`config.mk`:
```
export PLATFORM = sky130hd
export DESIGN_NAME = tssc_frame
export DESIGN_NICKNAME = d
export VERILOG_FILES = /design/src/rtl/core/tssc_pkg.sv /design/src/rtl/core/tssc_frame.sv
export SDC_FILE = /design/constraint.sdc
export NUM_CORES = 1
export LEC_CHECK = 0
export BUFFER_PORTS_ARGS = -buffer_cell sky130_fd_sc_hd__buf_2
export CAP_MARGIN = 15
export CORE_MARGIN = 4
export CORE_UTILIZATION = 40
export DETAILED_ROUTE_END_ITERATION = 10
export PLACE_DENSITY = 0.6
export RECOVER_POWER = 100
export SETUP_SLACK_MARGIN = 0.02
export SYNTH_ARGS = -nofsm -noshare
export SYNTH_HDL_FRONTEND = slang
export SYNTH_SLANG_ARGS = --single-unit
```
`constraint.sdc`:
```
create_clock -name clk -period 1.7 [get_ports clk]
set_input_delay 0.17 -clock clk [delete_from_list [all_inputs] [get_ports clk]]
set_output_delay 0.17 -clock clk [all_outputs]
set_load 0.01 [all_outputs]
```
`src/rtl/core/tssc_pkg.sv`:
```
package tssc_pkg;

  localparam logic [3:0] LAST_DATA_INDEX = 4'd8;
  localparam logic [7:0] CRC_POLY_REFL   = 8'h8C;

  // Resolution settings and their register reset value
  localparam logic [3:0] RES_BITS_9     = 4'd9;
  localparam logic [3:0] RES_BITS_10    = 4'd10;
  localparam logic [3:0] RES_BITS_11    = 4'd11;
  localparam logic [3:0] RES_BITS_RESET = 4'd12;

  // Expected sensor configuration byte per resolution
  localparam logic [7:0] CFG_CODE_9  = 8'h1F;
  localparam logic [7:0] CFG_CODE_10 = 8'h3F;
  localparam logic [7:0] CFG_CODE_11 = 8'h5F;
  localparam logic [7:0] CFG_CODE_12 = 8'h7F;

  localparam logic [15:0] TEMP_MASK_9  = 16'hFFF8;
  localparam logic [15:0] TEMP_MASK_10 = 16'hFFFC;
  localparam logic [15:0] TEMP_MASK_11 = 16'hFFFE;
  localparam logic [15:0] TEMP_MASK_12 = 16'hFFFF;

  typedef struct packed {
    logic [7:0] data_byte;
    logic       frame_start;
  } in_item_t;

  typedef struct packed {
    logic signed [15:0] temperature;
    logic               crc_ok;
    logic               resolution_ok;
  } res_item_t;

  // Status of the byte at the head of the frame tracker
  typedef struct packed {
    logic last;   // byte is the CRC byte and yields a result
  } frame_stat_t;

  function automatic logic [7:0] crc8_update(input logic [7:0] crc, input logic [7:0] b);
    logic [7:0] c;
    c = crc ^ b;
    for (int k = 0; k < 8; k++) begin
      c = c[0] ? ((c >> 1) ^ CRC_POLY_REFL) : (c >> 1);
    end
    return c;
  endfunction

  function automatic logic [15:0] temp_mask(input logic [3:0] res);
    logic [15:0] m;
    unique case (res)
      RES_BITS_9:  m = TEMP_MASK_9;
      RES_BITS_10: m = TEMP_MASK_10;
      RES_BITS_11: m = TEMP_MASK_11;
      default:     m = TEMP_MASK_12;
    endcase
    return m;
  endfunction

  function automatic logic [7:0] config_code(input logic [3:0] res);
    logic [7:0] c;
    unique case (res)
      RES_BITS_9:  c = CFG_CODE_9;
      RES_BITS_10: c = CFG_CODE_10;
      RES_BITS_11: c = CFG_CODE_11;
      default:     c = CFG_CODE_12;
    endcase
    return c;
  endfunction

endpackage

```
`src/rtl/core/tssc_frame.sv`:
```
module tssc_frame (
  input  logic                 clk,
  input  logic                 rst_n,
  input  logic                 advance,
  input  tssc_pkg::in_item_t   item,
  input  logic [3:0]           resolution_bits,
  output tssc_pkg::frame_stat_t stat,
  output tssc_pkg::res_item_t  result
);
  import tssc_pkg::*;

  logic [7:0] crc_r, crc_nxt;
  logic [3:0] idx_r, idx_nxt;
  logic [7:0] temp_lo_r, temp_lo_nxt;
  logic [7:0] temp_hi_r, temp_hi_nxt;
  logic [7:0] cfg_byte_r, cfg_byte_nxt;
  logic [3:0] idx_cur;
  logic [7:0] crc_base;
  logic       is_last;

  assign idx_cur  = item.frame_start ? 4'd0 : idx_r;
  assign is_last  = (idx_cur >= LAST_DATA_INDEX);
  assign crc_base = (idx_cur == 4'd0) ? 8'd0 : crc_r;

  always_comb begin
    crc_nxt      = crc_r;
    idx_nxt      = idx_r;
    temp_lo_nxt  = temp_lo_r;
    temp_hi_nxt  = temp_hi_r;
    cfg_byte_nxt = cfg_byte_r;
    if (advance) begin
      if (is_last) begin
        idx_nxt = 4'd0;
      end else begin
        crc_nxt = crc8_update(crc_base, item.data_byte);
        idx_nxt = idx_cur + 4'd1;
        if (idx_cur == 4'd0) temp_lo_nxt  = item.data_byte;
        if (idx_cur == 4'd1) temp_hi_nxt  = item.data_byte;
        if (idx_cur == 4'd4) cfg_byte_nxt = item.data_byte;
      end
    end
  end

  always_ff @(posedge clk) begin
    if (!rst_n) begin
      crc_r      <= 8'd0;
      idx_r      <= 4'd0;
      temp_lo_r  <= 8'd0;
      temp_hi_r  <= 8'd0;
      cfg_byte_r <= 8'd0;
    end else begin
      crc_r      <= crc_nxt;
      idx_r      <= idx_nxt;
      temp_lo_r  <= temp_lo_nxt;
      temp_hi_r  <= temp_hi_nxt;
      cfg_byte_r <= cfg_byte_nxt;
    end
  end

  assign stat.last = is_last;

  assign result.temperature   = signed'({temp_hi_r, temp_lo_r} & temp_mask(resolution_bits));
  assign result.crc_ok        = (crc_r == item.data_byte);
  assign result.resolution_ok = (cfg_byte_r == config_code(resolution_bits));

`ifndef SYNTH
  a_idx_range: assert property (@(posedge clk) disable iff (!rst_n)
    idx_r <= LAST_DATA_INDEX)
    else $error("byte index beyond CRC byte");

  a_wrap_after_last: assert property (@(posedge clk) disable iff (!rst_n)
    (advance && is_last) |=> (idx_r == 4'd0))
    else $error("byte index did not wrap after CRC byte");
`endif

endmodule

```
==> qor.yml, run 1 <==
logic_synthesis:
  ys_async_sr_fraction_pct: 0
  synth_cell_type_count: 36
  synth.yosys.warnings: 0
  ys_ff_latch: 36
  synth_edf_count: 0
  post_synth.cell_area_avg_um2: 9.34
  syn-num-nets: 240
  syn_area_mm2: 0.00206
  ys.flop_type: "dfxtp_1"
  ys_seq_area_share_pct: 34.9
  syn_inst: 221
floorplanning:
  start_util_pct: 42.6
  ios: 35
  chipHeight_um: 79.8
  num_rows: 25
  die-area_mm2: 0.00637
  die_w_um: 79.8
  core_area_mm2: 0.00485
route:
  drt_iter0_drc: 42
  drt-vias-per-instance: 4.98
  dr.pass1.iters: 4
  drc: 0
  antenna_left: 0
  avgRoutedWirePerCell_um: 14.6
  routed_wl_mm: 4.71
  vias: 1603
job:
  maxCapViolCount: 0
global_route:
  use_met1_pct: 20.7
  grt_pass1_wl_mm: 7.73
  grt_pass1_vias: 1563
  use_met2_pct: 26.1
  grt_max_degree: 30
  grt_use_met3_pct: 3.72
  globalRouteTotalUtil_pct: 15.9
  gr-total-overflow: 0
  antenna_found_initial: 0
  top_usage_layer: "met2"
place:
  dpl.hpwl_mm: 3.48
  post_dp_cell_area_mm2: 0.00230
  place.gp.congestion: 0.811
  numPortBuffers: 34
cts:
  clock_latency_ns: 0.29
  hold_buffers: 0
  clockBufferDepth: 2
  htreeDepth: 2
  numCtsBuffers: 5
  cts.sinks: 36
  cts_tree: "built"
  cts_root_buffer: "clkbuf_8"
  cts.clk_slew.worst_paths_ns: 0.07
finish:
  regArea_um2: 726
  final_nets: 273
  drive_gt1_share_pct: 18.0
  area_growth_pct: 16.0
  multi_input_area_mm2: 0.00121
  diodes: 0
  fillers: 490
  final_area_mm2: 0.00239
  post-route-util_pct: 49.4
sta:
  finClkSkew_ns: 0.00435
  fmax_mhz: 604
  tns_ns: 0
  worst_slew_pin_slew_ns: 0.313
  fin_crit_ns: 1.66
  rsz0062_at_grt: "true"
  drv_slew: 0
  hold_viol_final: 0
  fin_crit_sh_pct: 97.4
  setup_violations: 0
  slew_headroom_pct: 79.1
setup_path:
  crit_arrival_ns: 1.49
  critPathKind: "flop to primary output"
  end_kind: "primary output"
  cp_data_required_time_ns: 1.53
  crit_fanout: 3
  start_kind: "flop"
power:
  p_total_uw: 2200
  leakage_uw: 0.00110
  ir_drop_mv: 0.423
  p_per_area_mw_per_mm2: 919
min_path:
  hold_class: "input port to flop"
status:
  outcome: "completed"
-- final cells by class --
class	count	area share, %
Multi-Input combinational cell	157	50.7
Clock buffer	6	3.03
Sequential cell	36	30.3
Tap cell	67	3.50
Inverter	6	0.941
Clock inverter	2	1.46
Timing Repair Buffer	48	10.1
-- worst max-delay path, stage by stage, from the launching register on --
cell and delay (ns):
dfxtp_4 0.35, xor2_1 0.15, o21ai_1 0.16, a32oi_2 0.10
nor4b_2 0.25, buf_2 0.18
-- power by group --
part           internal, uW  total, uW  switching, uW
logic                   264        526            262
registers               885        928           42.3
clock network           435        745            310
-- cells in the mapped netlist (all sizes together), types with 4 or more instances --
master	n	share of area (%)
xnor2	24	10
mux2i	24	12
o21ai	5	1.2
clkbuf	7	1.3
nand3	7	1.7
nor2	35	6.4
inv	6	1.1
a21oi	5	1.2
xor2	7	3.0
nand4	4	1.2
dfxtp	36	35
xnor3	6	6.7
nand2b	4	1.2
buf	15	4.8
-- final timing paths --
path,start,to,slack (ns),depth (start not counted)
worst max-delay path,cfg_byte_r[6]$_SDFFE_PN0P_,result[0],0.04,5
worst max register to register,idx_r[1]$_SDFFE_PN0P_,crc_r[2]$_SDFFE_PN0P_,0.12,5
worst min register to register,cfg_byte_r[2]$_SDFFE_PN0P_,cfg_byte_r[2]$_SDFFE_PN0P_,0.50,2
worst min-delay path,advance,idx_r[0]$_SDFFE_PN0P_,0.18,2
-- per-layer routing --
| layer | wire length [um] | vias to the layer above |
|---|---|---|
| met5 | 0 | - |
| met4 | 52 | 0 |
| met3 | 128 | 6 |
| met2 | 2270 | 24 |
| met1 | 2260 | 760 |
| li1 | - | 813 |
-- metrics by stage --
step	hold WS, ns	std cells	worst slack [ns]
after floorplan	0.314	221	0.132
after global placement	0.472	313	0.135
after detailed placement	0.479	313	0.113
after CTS	0.173	322	-0.0321
after global routing	0.186	322	-0.0661
final	0.178	322	0.0445
-- flip-flops by register name, indices dropped and copies added, names as in the netlist --
| signal | flops |
|---|---|
| cfg_byte_r | 8 |
| temp_hi_r | 8 |
| idx_r | 4 |
| crc_r | 8 |
| temp_lo_r | 8 |
-- timing repair --
| item | in CTS | in global routing |
|---|---|---|
| pin swaps | 3 | 3 |
| setup buffers | 1 | 0 |
| gates resized for setup | 6 | 2 |
| cloned | 0 | 0 |
| endpoints found under the setup margin | 1 | 4 |
-- cells in the final DEF, fill, tap and decap left out, types with 4 or more instances in the layout --
cell       n
nand4_1    4
buf_2     17
nor2_1    35
o21ai_0    4
clkbuf_1  18
a21oi_1    5
inv_1      6
clkbuf_2   5
nand3_1    7
buf_4      9
clkbuf_8   5
nand2b_1   4
dfxtp_1   34
mux2i_1   24
xnor2_1   24
xor2_1     7
-- kinds of logic after synthesis --
group,synth area share (%)
multiplexers,11.6
AND/OR/NAND/NOR,14.9
buffers and inverters,7.16
AO/OA/AOI/OAI,9.70
adder cells (fa/ha/maj),1.82
flip-flops,34.9
XOR/XNOR,19.9
No activity file was read; power rests on OpenSTA's default activity.
==> run 2: changes to the inputs <==
--- a/config.mk
+++ b/config.mk
@@ -5,6 +5,7 @@
 export SDC_FILE = /design/constraint.sdc
 export NUM_CORES = 1
 export LEC_CHECK = 0
+export ABC_AREA = 1
 export BUFFER_PORTS_ARGS = -buffer_cell sky130_fd_sc_hd__buf_2
 export CAP_MARGIN = 15
 export CORE_MARGIN = 4
==> qor.yml, run 2 <==
status:
  outcome: "finished with violations"
  violations: "negative setup slack"
finish:
  multi_input_area_mm2: 0.00124
  drive_gt1_share_pct: 32.9
  post-route-util_pct: 56.1
  area_growth_pct: 33.4
  regArea_um2: 723
  diodes: 0
  final_nets: 374
  final_area_mm2: 0.00270
  layout_commonest_cell: "nand2_1"
  final_cell_mix: "nand2_1 (40), dfxtp_1 (34), a21oi_1 (33)"
  fillers: 498
job:
  maxCapViolCount: 0
logic_synthesis:
  ys_top_cells_by_count: "nand2_1 (54), inv_1 (38), dfxtp_1 (36)"
  synth_cell_type_count: 29
  yosysMostFrequentCell: "nand2_1"
  ys_ff_latch: 36
  netlist_top_cells_area: "dfxtp_1 (36%), nand2_1 (10%), a21oi_1 (8.1%), o21ai_0 (7.2%), inv_1 (7.0%)"
  ys.flop_type: "dfxtp_1"
  ys_async_sr_fraction_pct: 0
  ys_seq_area_share_pct: 35.6
  netlist.area_leader.share_pct: 35.6
  synth_top_area_cell: "dfxtp_1"
  post_synth.cell_area_avg_um2: 6.85
  syn_area_mm2: 0.00203
  synth_edf_count: 0
  syn-num-nets: 315
  synth.yosys.warnings: 0
  syn_inst: 296
setup_path:
  worst-path-stages: 16
  slowest_delay_ns: 0.34
  r2r_end: "crc_r[1]$_SDFFE_PN0P_"
  start_kind: "flop"
  critical_path_buf_inv_count: 5
  cpLargestDelayFamily: "simple AND/OR/NAND/NOR gates"
  reg2reg_slack_ns: -0.17
  end_kind: "flop"
  r2r-start: "idx_r[0]$_SDFFE_PN0P_"
  crit_arrival_ns: 2.05
  r2r_cells: 16
  cp_data_required_time_ns: 1.89
  crit_fanout: 5
  path_cells: "inv_2 > nor2_4 > inv_2 > ha_4 > nand3_4 > nand2_2 > nand2_4 > inv_4 > nand2_2 > nand2_2 > xor2_1 > inv_1 > nand2_1 > nand3_2 > o211ai_1 > inv_1"
  critPathKind: "flop to flop"
  path_common_cell: "nand2_2"
  cpMaxStageDelayCell: "dfxtp_2"
place:
  post_dp_cell_area_mm2: 0.00247
  place.gp.congestion: 0.843
  numPortBuffers: 34
  dpl.hpwl_mm: 4.04
cts:
  cts_tree: "built"
  cts_root_buffer: "clkbuf_8"
  clock_latency_ns: 0.29
  clockBufferDepth: 2
  htreeDepth: 2
  numCtsBuffers: 5
  cts.clk_slew.worst_paths_ns: 0.08
  cts.sinks: 36
  hold_buffers: 0
sta:
  fin_crit_sh_pct: 110
  finalWorstSetupSlack_ns: -0.166
  slew_headroom_pct: 73.5
  worst_slew_pin_slew_ns: 0.397
  fmax_mhz: 536
  hold_viol_final: 0
  fin_hold_ws_ns: 0.224
  setup_violations: 8
  drv_slew: 0
  tns_ns: -0.861
  fin_crit_ns: 1.87
  finClkSkew_ns: 0.00646
  rsz0062_at_grt: "true"
route:
  routed_wl_mm: 5.50
  avgRoutedWirePerCell_um: 13.0
  antenna_left: 0
  vias: 2029
  drc: 0
  drt-vias-per-instance: 4.80
  drt_iter0_drc: 83
  dr.pass1.iters: 4
global_route:
  antenna_found_initial: 0
  globalRouteTotalUtil_pct: 18.2
  grt_pass1_wl_mm: 9.03
  gr-total-overflow: 0
  grt_max_degree: 22
  grt_pass1_vias: 1984
power:
  leakage_uw: 0.00132
  p_per_area_mw_per_mm2: 828
  ir_drop_mv: 0.416
floorplanning:
  die-area_mm2: 0.00627
  die_w_um: 79.2
  ios: 35
  core_area_mm2: 0.00482
  num_rows: 25
  start_util_pct: 42.1
  chipHeight_um: 79.2
min_path:
  hp-start: "rst_n"
  hold_class: "input port to flop"
  min_delay_worst_endpoint: "crc_r[6]$_SDFFE_PN0P_"
  hold-path-cell-count: 3
==> run 2: cell count changes after synthesis, moves of 12 or more <==
| cell | change |
|---|---|
| nand2_1 | +52 |
| o21ai_0 | +24 |
| inv_1 | +32 |
| nand3_1 | +20 |
| xnor2_1 | -19 |
| nor2_1 | -21 |
| nand2_2 | +12 |
| mux2i_1 | -24 |
| a21oi_1 | +28 |
==> run 2: what timing repair did <==
item,4_1_cts,5_1_grt
gates resized for setup,22,15
pin swaps,22,12
setup buffers,1,2
cloned,1,0
setup endpoints to repair,8,8
==> run 2: kinds of logic (layout without fill, tap and decap cells) <==
logic type	count (synthesis)	in the layout	synth area share, %
AND/OR/NAND/NOR	125	126	29.5
AO/OA/AOI/OAI	67	67	17.0
XOR/XNOR	10	10	4.32
adder cells (fa/ha/maj)	3	3	1.85
flip-flops	36	36	35.6
buffers and inverters	55	114	11.8
==> run 2: how the worst max path moves through the flow <==
stage | startpoint | end
global route | idx_r[0]$_SDFFE_PN0P_ | crc_r[2]$_SDFFE_PN0P_
CTS | idx_r[0]$_SDFFE_PN0P_ | crc_r[2]$_SDFFE_PN0P_
finish | idx_r[0]$_SDFFE_PN0P_ | crc_r[1]$_SDFFE_PN0P_
floorplan | idx_r[0]$_SDFFE_PN0P_ | crc_r[2]$_SDFFE_PN0P_
detailed placement | idx_r[1]$_SDFFE_PN0P_ | crc_r[1]$_SDFFE_PN0P_
global placement | idx_r[1]$_SDFFE_PN0P_ | crc_r[1]$_SDFFE_PN0P_
==> run 2: per-layer routing <==
layer	vias to the layer above	share of wire (%)	GRT usage, %
met2	29	48	31.1
met1	915	47	23.2
met5	-	0	0
met4	0	0.93	4.64
li1	1079	-	-
met3	6	3.9	3.97
==> run 2: tightest hold or removal path, cell delays in order <==
cell	delay, ns
buf_2	0.16
o21ai_0	0.09
a21oi_1	0.04
==> run 2: metrics by stage <==
stage               power (uW)  setup WS (ns)  std cells
detailed placement        1440         -0.180        411
CTS                       2220         -0.115        421
global route              2360         -0.326        423
floorplan                 1260        -0.0428        296
global placement          1430         -0.182        411
finish                    2240         -0.166        423
==> run 2: final cells by class <==
| type | instances | share of cell area, % |
|---|---|---|
| inverters | 42 | 5.92 |
| clock buffers | 5 | 2.55 |
| well taps | 67 | 3.10 |
| multi-input cells | 206 | 45.9 |
| flip-flops and latches | 36 | 26.7 |
| repair buffers | 64 | 14.3 |
| clock inverters | 3 | 1.57 |
==> run 2: report_power, final <==
group          internal (uW)  total (uW)  leakage, uW  switching, uW
sequential               890         925     0.000296           35.0
combinational            227         557     0.000972            330
clock                    434         758    0.0000541            324
==> run 3: changes to the inputs <==
--- a/config.mk
+++ b/config.mk
@@ -8,6 +8,7 @@
 export ABC_AREA = 1
 export BUFFER_PORTS_ARGS = -buffer_cell sky130_fd_sc_hd__buf_2
 export CAP_MARGIN = 15
+export CORE_ASPECT_RATIO = 1.25
 export CORE_MARGIN = 4
 export CORE_UTILIZATION = 40
 export DETAILED_ROUTE_END_ITERATION = 10
==> qor.yml, run 3 (synthesis gave the netlist of run 2 again) <==
setup_path:
  crit_fanout: 8
  r2r-start: "idx_r[1]$_SDFFE_PN0P_"
  startpoint: "idx_r[1]$_SDFFE_PN0P_"
  critPathKind: "flop to flop"
  start_kind: "flop"
  cp_data_required_time_ns: 1.89
  slowest_delay_ns: 0.34
  crit_arrival_ns: 2.07
  end_kind: "flop"
  path_cells: "inv_2 > nor2_4 > inv_2 > ha_4 > nand3_4 > buf_6 > nand2_2 > nand2_2 > nand2_2 > nand2_2 > nand2_1 > nand2_1 > nand2_1 > nand2_1 > nand3_2 > o21ai_1 > nor2_1"
  cpMaxStageDelayCell: "dfxtp_2"
route:
  drt_iter0_drc: 122
  drt-vias-per-instance: 4.87
  vias: 2015
  dr.pass1.iters: 6
  drc: 0
  routed_wl_mm: 5.44
  avgRoutedWirePerCell_um: 13.1
  antenna_left: 0
cts:
  cts.sinks: 36
  numCtsBuffers: 5
  htreeDepth: 2
  cts_root_buffer: "clkbuf_8"
  clock_latency_ns: 0.29
  hold_buffers: 0
  cts.clk_slew.worst_paths_ns: 0.08
  clockBufferDepth: 2
  cts_tree: "built"
finish:
  post-route-util_pct: 54.5
  diodes: 0
  drive_gt1_share_pct: 31.9
  final_nets: 372
  area_growth_pct: 29.9
  final_cell_mix: "nand2_1 (39), a21oi_1 (33), dfxtp_1 (33)"
  layout_commonest_cell: "nand2_1"
  final_area_mm2: 0.00263
  layout.cells.non_filler: 414
sta:
  fmax_mhz: 532
  worst_slew_pin_slew_ns: 0.389
  rsz0062_at_grt: "true"
  drv_slew: 0
  finalWorstSetupSlack_ns: -0.180
  finClkSkew_ns: 0.00760
  fin_crit_ns: 1.88
  setup_violations: 8
  fin_crit_sh_pct: 111
  tns_ns: -0.838
  slew_headroom_pct: 74.0
  fin_hold_ws_ns: 0.247
  hold_viol_final: 0
power:
  ir_drop_mv: 0.424
  p_comb_share_pct: 26.2
  switching_share_pct: 33.3
  power_frac_seq_pct: 44.2
  power_frac_clock_pct: 29.6
  internal-power_uw: 1400
  p_per_area_mw_per_mm2: 796
  switchingPower_uw: 699
  leakage_uw: 0.00128
place:
  numPortBuffers: 34
  dpl.hpwl_mm: 4.01
  post_dp_cell_area_mm2: 0.00243
  place.gp.congestion: 0.830
  dp_cells: 401
global_route:
  grt_pass1_vias: 1885
  grt_pass1_wl_mm: 8.69
  antenna_found_initial: 0
  globalRouteTotalUtil_pct: 17.6
  grt_max_degree: 18
  gr-total-overflow: 0
floorplanning:
  num_rows: 28
  die_w_um: 71.7
  die-area_mm2: 0.00628
  chipHeight_um: 87.6
  start_util_pct: 41.9
  core_area_mm2: 0.00483
  ios: 35
status:
  violations: "negative setup slack"
  outcome: "finished with violations"
min_path:
  hold_class: "input port to flop"
  hp-start: "rst_n"
job:
  maxCapViolCount: 0
run 3: cell types whose count changed in the layout (fill, tap and decap cells not counted), moves of 2 or more:
cell      before  now
nand3_2       13    6
nand2_2       18   22
nand3_1       17   21
buf_4         26   23
nand2_4        9    6
clkbuf_4       0    2
nand3_4        1    3
nor2_2         3    1
run 3: area by class of cell:
type / instances / area, um2
Sequential cell: 36 / 724
Multi-Input combinational cell: 205 / 1220
Inverter: 42 / 160
Timing Repair Buffer: 63 / 369
Tap cell: 60 / 75.1
Fill cell: 513 / 2200
Clock buffer: 5 / 68.8
Clock inverter: 3 / 18.8
run 3: worst max-delay path: cells and delay by family (launching register included):
kind            cells  cell delay [ns]
compound gates      1             0.15
fa+ha+maj           1             0.17
buf+inv             3             0.24
flops               1             0.34
simple gates       12             0.89
run 3: what timing repair did:
item                                    in CTS  in global routing
setup buffers                                4                  1
endpoints found under the setup margin       8                  9
resized for setup                           16                 21
pin swaps                                   11                 12
run 3: path summary, 6_finish.rpt:
check	to	slack [ns]	cells after the start
setup / recovery	crc_r[0]$_SDFFE_PN0P_	-0.18	17
setup reg to reg	crc_r[0]$_SDFFE_PN0P_	-0.18	17
hold / removal	crc_r[6]$_SDFFE_PN0P_	0.25	3
hold reg to reg	idx_r[1]$_SDFFE_PN0P_	0.47	2
run 3: power groups by stage:
stage               Combinational (uW)  Sequential [uW]  Clock, uW
floorplan                          325              938          0
global placement                   484              940          0
detailed placement                 486              942          0
CTS                                515              923        638
global route                       609              933        668
finish                             548              927        621
run 3: metrics by stage:
step / worst slack (ns) / power, uW
floorplan: -0.0428 / 1260
detailed placement: -0.193 / 1430
CTS: -0.152 / 2080
global route: -0.335 / 2210
finish: -0.180 / 2100
global placement: -0.187 / 1420
run 3: metal layers:
metal / up-vias / track usage [%] / part of all wire, %
met5: - / 0 / 0
met4: 0 / 5.81 / 0.88
met3: 4 / 3.33 / 4.1
met2: 44 / 30.3 / 49
met1: 895 / 22.2 / 46
li1: 1072 / - / -
